`src/ise_pkg.sv`:
```
// Package of the insertion sort engine: defaults, cell operations and cell control.
`timescale 1ns / 1ps

package ise_pkg;

   // Default store depth and element width
   localparam int DEPTH_DEF = 16;
   localparam int WIDTH_DEF = 32;

   // Operation applied to every cell of the chain in the same cycle
   typedef enum logic [1:0] {
      CELL_HOLD   = 2'd0,
      CELL_INSERT = 2'd1,
      CELL_SHIFT  = 2'd2
   } cell_op_type;

   // Control broadcast from the sequencer to the chain
   typedef struct packed {
      cell_op_type op;
   } cell_ctrl_type;

endpackage

```
`src/insertion_sort_engine_core.sv`:
```
// Top level of the insertion sort engine: sequencer, fill count and result register.
//
//   channel  | ports                                        | handshake
//   ---------+----------------------------------------------+--------------------------
//   request  | req_value, req_last                          | start && !busy
//   response | rsp_sorted_value, rsp_last_out, rsp_dropped  | rsp_valid, one cycle each
//
// An item is inserted in the cycle it is accepted: every cell compares at once.
// A full store drops the item and flags its set. An item marked last drains the
// stored elements (1..DEPTH); busy is high meanwhile and results follow one a cycle.
// A new item may be accepted in the cycle the final result of a set is shown.
// Synchronous reset empties the store; the response side cannot stall.
`timescale 1ns / 1ps

module insertion_sort_engine_core #(
   parameter int WIDTH = ise_pkg::WIDTH_DEF,
   parameter int DEPTH = ise_pkg::DEPTH_DEF
) (
   input  logic                      clock,
   input  logic                      reset,
   input  logic                      start,
   output logic                      busy,
   input  logic signed [WIDTH - 1:0] req_value,
   input  logic                      req_last,
   output logic                      rsp_valid,
   output logic signed [WIDTH - 1:0] rsp_sorted_value,
   output logic                      rsp_last_out,
   output logic                      rsp_dropped
);

   localparam int CW = $clog2(DEPTH + 1);
   localparam logic [CW - 1:0] FULL = CW'(DEPTH);
   localparam logic [CW - 1:0] ONE  = CW'(1);

   typedef enum logic {
      ST_IDLE  = 1'b0,
      ST_DRAIN = 1'b1
   } state_type;

   state_type                 state_ff;
   logic [CW - 1:0]           count_ff;
   logic                      overflow_ff;
   logic                      rsp_valid_ff;
   logic signed [WIDTH - 1:0] rsp_sorted_value_ff;
   logic                      rsp_last_out_ff;
   logic                      rsp_dropped_ff;

   ise_pkg::cell_ctrl_type    ctrl;
   logic                      accept;
   logic                      full;
   logic signed [WIDTH - 1:0] head_value;

   assign accept = start && (state_ff == ST_IDLE);
   assign full   = count_ff == FULL;

   // Tell the chain what to do this cycle
   always_comb begin
      ctrl.op = ise_pkg::CELL_HOLD;
      if (state_ff == ST_DRAIN) begin
         ctrl.op = ise_pkg::CELL_SHIFT;
      end else if (accept && !full) begin
         ctrl.op = ise_pkg::CELL_INSERT;
      end
   end

   ise_chain #(
      .WIDTH (WIDTH),
      .DEPTH (DEPTH)
   ) u_chain (
      .clock      (clock),
      .ctrl       (ctrl),
      .fill_count (count_ff),
      .ins_value  (req_value),
      .head_value (head_value)
   );

   // Sequence inserts and drains; register each result for one cycle
   always_ff @(posedge clock) begin
      if (reset) begin
         state_ff     <= ST_IDLE;
         count_ff     <= '0;
         overflow_ff  <= 1'b0;
         rsp_valid_ff <= 1'b0;
      end else begin
         rsp_valid_ff <= 1'b0;
         unique case (state_ff)
            ST_IDLE: begin
               if (accept) begin
                  if (full) begin
                     overflow_ff <= 1'b1;
                  end else begin
                     count_ff <= count_ff + ONE;
                  end
                  if (req_last) begin
                     state_ff <= ST_DRAIN;
                  end
               end
            end
            ST_DRAIN: begin
               rsp_valid_ff        <= 1'b1;
               rsp_sorted_value_ff <= head_value;
               rsp_last_out_ff     <= count_ff == ONE;
               rsp_dropped_ff      <= overflow_ff;
               count_ff            <= count_ff - ONE;
               if (count_ff == ONE) begin
                  overflow_ff <= 1'b0;
                  state_ff    <= ST_IDLE;
               end
            end
            default: begin
               state_ff <= ST_IDLE;
            end
         endcase
      end
   end

   assign busy             = state_ff == ST_DRAIN;
   assign rsp_valid        = rsp_valid_ff;
   assign rsp_sorted_value = rsp_sorted_value_ff;
   assign rsp_last_out     = rsp_last_out_ff;
   assign rsp_dropped      = rsp_dropped_ff;

endmodule

```
`src/ise_cell.sv`:
```
// One cell of the sorting chain: holds a single element and trades with its neighbours.
`timescale 1ns / 1ps

module ise_cell #(
   parameter int WIDTH = ise_pkg::WIDTH_DEF,
   parameter int DEPTH = ise_pkg::DEPTH_DEF,
   parameter int INDEX = 0
) (
   input  logic                                clock,
   input  ise_pkg::cell_ctrl_type              ctrl,
   input  logic [$clog2(DEPTH + 1) - 1:0]      fill_count,
   input  logic signed [WIDTH - 1:0]           ins_value,
   input  logic signed [WIDTH - 1:0]           prev_value,
   input  logic                                prev_greater,
   input  logic signed [WIDTH - 1:0]           next_value,
   output logic signed [WIDTH - 1:0]           value,
   output logic                                greater
);

   localparam int CW = $clog2(DEPTH + 1);
   localparam logic [CW - 1:0] IDX = CW'(INDEX);

   logic signed [WIDTH - 1:0] value_ff;
   logic signed [WIDTH - 1:0] value_in;
   logic                      occupied;
   logic                      first_free;

   // Compare own element with the incoming one; equal stays put for stability
   assign occupied   = IDX < fill_count;
   assign first_free = IDX == fill_count;
   assign greater    = occupied && (value_ff > ins_value);

   // Pick the next element: move up, take the new one, or slide down on drain
   always_comb begin
      value_in = value_ff;
      unique case (ctrl.op)
         ise_pkg::CELL_INSERT: begin
            if (greater || first_free) begin
               value_in = prev_greater ? prev_value : ins_value;
            end
         end
         ise_pkg::CELL_SHIFT: begin
            value_in = next_value;
         end
         default: begin
            value_in = value_ff;
         end
      endcase
   end

   // Hold the element
   always_ff @(posedge clock) begin
      value_ff <= value_in;
   end

   assign value = value_ff;

endmodule

```
`src/ise_chain.sv`:
```
// Row of sorting cells kept in ascending order, drained towards cell zero.
`timescale 1ns / 1ps

module ise_chain #(
   parameter int WIDTH = ise_pkg::WIDTH_DEF,
   parameter int DEPTH = ise_pkg::DEPTH_DEF
) (
   input  logic                                clock,
   input  ise_pkg::cell_ctrl_type              ctrl,
   input  logic [$clog2(DEPTH + 1) - 1:0]      fill_count,
   input  logic signed [WIDTH - 1:0]           ins_value,
   output logic signed [WIDTH - 1:0]           head_value
);

   logic signed [WIDTH - 1:0] cell_value [DEPTH];
   logic                      cell_greater [DEPTH];

   // Build the row; cell zero has no lower neighbour, the top cell no upper one
   for (genvar i = 0; i < DEPTH; i++) begin : g_cell
      logic signed [WIDTH - 1:0] prev_value;
      logic                      prev_greater;
      logic signed [WIDTH - 1:0] next_value;

      if (i == 0) begin : g_bottom
         assign prev_value   = '0;
         assign prev_greater = 1'b0;
      end else begin : g_inner_lo
         assign prev_value   = cell_value[i - 1];
         assign prev_greater = cell_greater[i - 1];
      end

      if (i == DEPTH - 1) begin : g_top
         assign next_value = cell_value[i];
      end else begin : g_inner_hi
         assign next_value = cell_value[i + 1];
      end

      ise_cell #(
         .WIDTH (WIDTH),
         .DEPTH (DEPTH),
         .INDEX (i)
      ) u_cell (
         .clock        (clock),
         .ctrl         (ctrl),
         .fill_count   (fill_count),
         .ins_value    (ins_value),
         .prev_value   (prev_value),
         .prev_greater (prev_greater),
         .next_value   (next_value),
         .value        (cell_value[i]),
         .greater      (cell_greater[i])
      );
   end

   assign head_value = cell_value[0];

endmodule

```
`config.mk`:
```
export PLATFORM = sky130hd
export DESIGN_NAME = insertion_sort_engine_core
export DESIGN_NICKNAME = d
export VERILOG_FILES = /design/src/ise_pkg.sv /design/src/insertion_sort_engine_core.sv /design/src/ise_cell.sv /design/src/ise_chain.sv
export SDC_FILE = /design/constraint.sdc
export NUM_CORES = 2
export LEC_CHECK = 0
export BUFFER_PORTS_ARGS = -buffer_cell sky130_fd_sc_hd__buf_2
export CAP_MARGIN = 20
export CORE_ASPECT_RATIO = 1.25
export CORE_MARGIN = 2
export CORE_UTILIZATION = 50
export DETAILED_ROUTE_END_ITERATION = 8
export HOLD_SLACK_MARGIN = 0.1
export PLACE_DENSITY = 0.66
export SLEW_MARGIN = 20
export SYNTH_ARGS = -nofsm -noshare
export SYNTH_HDL_FRONTEND = slang
export SYNTH_HIERARCHICAL = 1
export SYNTH_SLANG_ARGS = --single-unit
```
`constraint.sdc`:
```
create_clock -name clock -period 8.3 [get_ports clock]
set_input_delay 0.415 -clock clock [delete_from_list [all_inputs] [get_ports clock]]
set_output_delay 0.415 -clock clock [all_outputs]
set_load 0.01 [all_outputs]
```
==> summary.md <==
| Metric | Value |
|---|---|
| PnR worst setup slack | 4.378 ns |
| Util after Layout | 55.64% |
| Final HPWL from detailed placement | 80530 um |
| Later-pin clock latency in the skew report | 0.66 ns |
| Max Freq | 255.0 MHz |
| Static Leak | around 18 nW |
| Placeable Area | 0.08169 sq mm |
| Post-Route WL | 105400 um |
| Total track usage | 24.55% |
| CTS H-tree lvls | 2 |
| Met3 usage | 2.314% |
| Count of final hold-check violations | 0 |
| Total die area | 0.08503 sq mm |
| YS warnings | 6 |
| Startpoint Class | input pin |
| Logic gate share of total power | 23.4% |
| WL/cell | 19.20 um |
| TritonCTS Buffers | 61 |
| Max FO, Critical Path | 32 |
| Avg Synthesized Cell Area | 9.601 sq um |
| Largest net degree at the start of global routing | 66 |
| Vias in the first global route | 31240 |
| Worst r2r path cells | 10 |
| Clk slew on worst S/H paths | about 0.070 ns |
| Placed cell areas | 0.04340 sq mm |
| Critical path class | in -> reg |
| Initial antenna violation count | 2 |
| CP required | 8.66 ns |
| Drt first pass iters | 5 |
| Tcrit/Tclk final | 47.26% |
| VDD IR max | approximately 0.00018 V |
| Die height | approximately 330 um |
| Total congestion overflow | 0 |
| Final Instance Area | 0.04545 sq mm |
| Final Skew | approximately 0.032 ns |
| RSZ-0062 raised after global routing | false |
| Status | complete, no violations |
| Area growth syn-to-layout | 9.916% |
| DRT iter0 DRCs | 2151 |
| Final ANT Viol Nets | 0 |
| Flop pwr share | approximately 45% |
| Post-Place Worst Slack | around 3.8 ns |
| Final setup fails | 0 |
| Max-cap violation count | 0 |
| CP arrival | 4.28 ns |
| Fin. max-slew vios | 0 |
| Hold/Removal Path Class | in -> reg |
| Total number of vias | 31420 |
| CTS Root Cell | clkbuf_16 |
| Worst-path cell chain | buf_2 > inv_1 > ha_1 > nand4_1 > nor4_1 > o311a_1 > nor3_2 > xnor2_1 > nor2_4 > buf_16 > mux2i_1 > o21ai_0 |
| Hold depth | 4 |
| Internal power | 5.683 mW |
| Worst-Margin Slew | 1.048 ns |
| Share of layout cells above drive strength 1 | 7.671% |
| CTS tree | yes |
| Clk pwr share | a little under a third |
| Post-CTS setup buffer count | 0 |
| Min cycle time layout | between 3 and 4 ns |
| Clock Sink Count | 554 |
| Drt drc | 0 |
| GPL Wtd Cong | 0.8831 |
| Die W | 261.2 um |
| Critical-path top delay cell | nor4_1 |
| Nets | 4920 |
| CP Capture Type | flop |
| I/O Pins | between 70 and 80 |
| Syn Inst Count | 4307 |
| Initial cell density of the core | between 50% and 60% |
| PwrDens | 181.9 mW/mm^2 |
| Rows | 117 |
| Max Root-Sink Buffers | 3 |
| TNS Setup | 0 ns |
| First-pass GRT wire length | about 170000 um |
| Busiest layer in global routing | met2 |
| Worst path max stage delay | 0.91 ns |
| Vias per Instance | 5.722 |
| Cell Area, Synth | 0.04135 sq mm |
| Hold Slack | 0.1865 ns |
| Met1 Use GR | 29.20% |
| Port bufs | 71 |
| Max_slew headroom | 29.50% |
| Routing usage on met2 | 44.75% |
| Sw frac | around 31% |
| Switching power | 2.586 mW |
[path summary, 6_finish.rpt]
kind | from | endpoint | slack [ns]
setup / recovery | req_value[21] | u_chain/g_cell[9].u_cell/value[21] | 4.38
hold / removal | start | count_ff[0] | 0.19
setup reg to reg | u_chain/g_cell[8].u_cell/value[21] | u_chain/g_cell[9].u_cell/value[21] | 4.38
hold reg to reg | overflow_ff | rsp_dropped | 0.44
[power by group through the flow]
stage                     clock network [mW]  registers, mW  logic [mW]
after floorplan                            0           3.67        1.35
after global placement                     0           3.75        1.84
after detailed placement                   0           3.76        1.91
after CTS                               2.70           3.70        1.92
after global routing                    2.80           3.73        2.16
final                                   2.64           3.70        1.93
[placed cells by master, fill, tap and decap left out, types with 10 or more instances in the layout]
cell and count:
a211oi_1 32, a21o_1 13, a21oi_1 203, buf_2 71
buf_4 62, clkbuf_16 61, clkinv_1 17, clkinv_2 19
conb_1 33, edfxtp_1 546, ha_1 515, inv_1 542
mux2i_1 512, nand2_1 631, nand2b_1 10, nand3_1 57
nand4_1 108, nor2_1 69, nor2b_1 16, nor2b_4 22
nor3_1 24, nor4_1 20, o211ai_1 14, o21ai_0 492
o21ai_1 90, xnor2_1 11
[worst max-delay path, delay by kind of cell]
kind                     cells  cell delay (ns)
XOR/XNOR                     1             0.24
AND/OR/NAND/NOR              4             1.75
adder cells (fa/ha/maj)      1             0.34
AO/OA/AOI/OAI                2             0.42
buffers and inverters        3             0.87
multiplexers                 1             0.19
[per-layer routing]
metal,part of all wire (%),up-vias
li1,-,15580
met1,41,14900
met2,52,728
met3,3.4,215
met4,4.3,0
met5,0,-
[metrics by stage]
stage               total power, mW  instances
floorplan                     5.025       4339
detailed placement            5.664       5369
global placement              5.591       5365
finish                        8.269       5492
CTS                           8.314       5485
global route                  8.695       5490
[flip-flops by register name, indices dropped and copies added, names as in the netlist]
register	cells
rsp_dropped	1
rsp_last_out	1
rsp_sorted_value	32
count_ff	5
overflow_ff	1
rsp_valid	1
u_chain/g_cell.u_cell/value	512
busy	1
[timing repair]
item                      CTS  global route
hold endpoints to repair    6             0
hold buffers                3             0
gates resized for setup     0             0
[final cells by class]
| type | count | area (sq um) |
|---|---|---|
| inverter | 542 | 2034 |
| tap | 1071 | 1340 |
| fill | 7306 | 36240 |
| sequential | 554 | 16560 |
| timing repair buffer | 145 | 1099 |
| clock inverter | 44 | 324.1 |
| antenna | 2 | 5.005 |
| multi-input combinational | 3065 | 22530 |
| clock buffer | 69 | 1556 |
No activity file was read; power rests on OpenSTA's default activity.
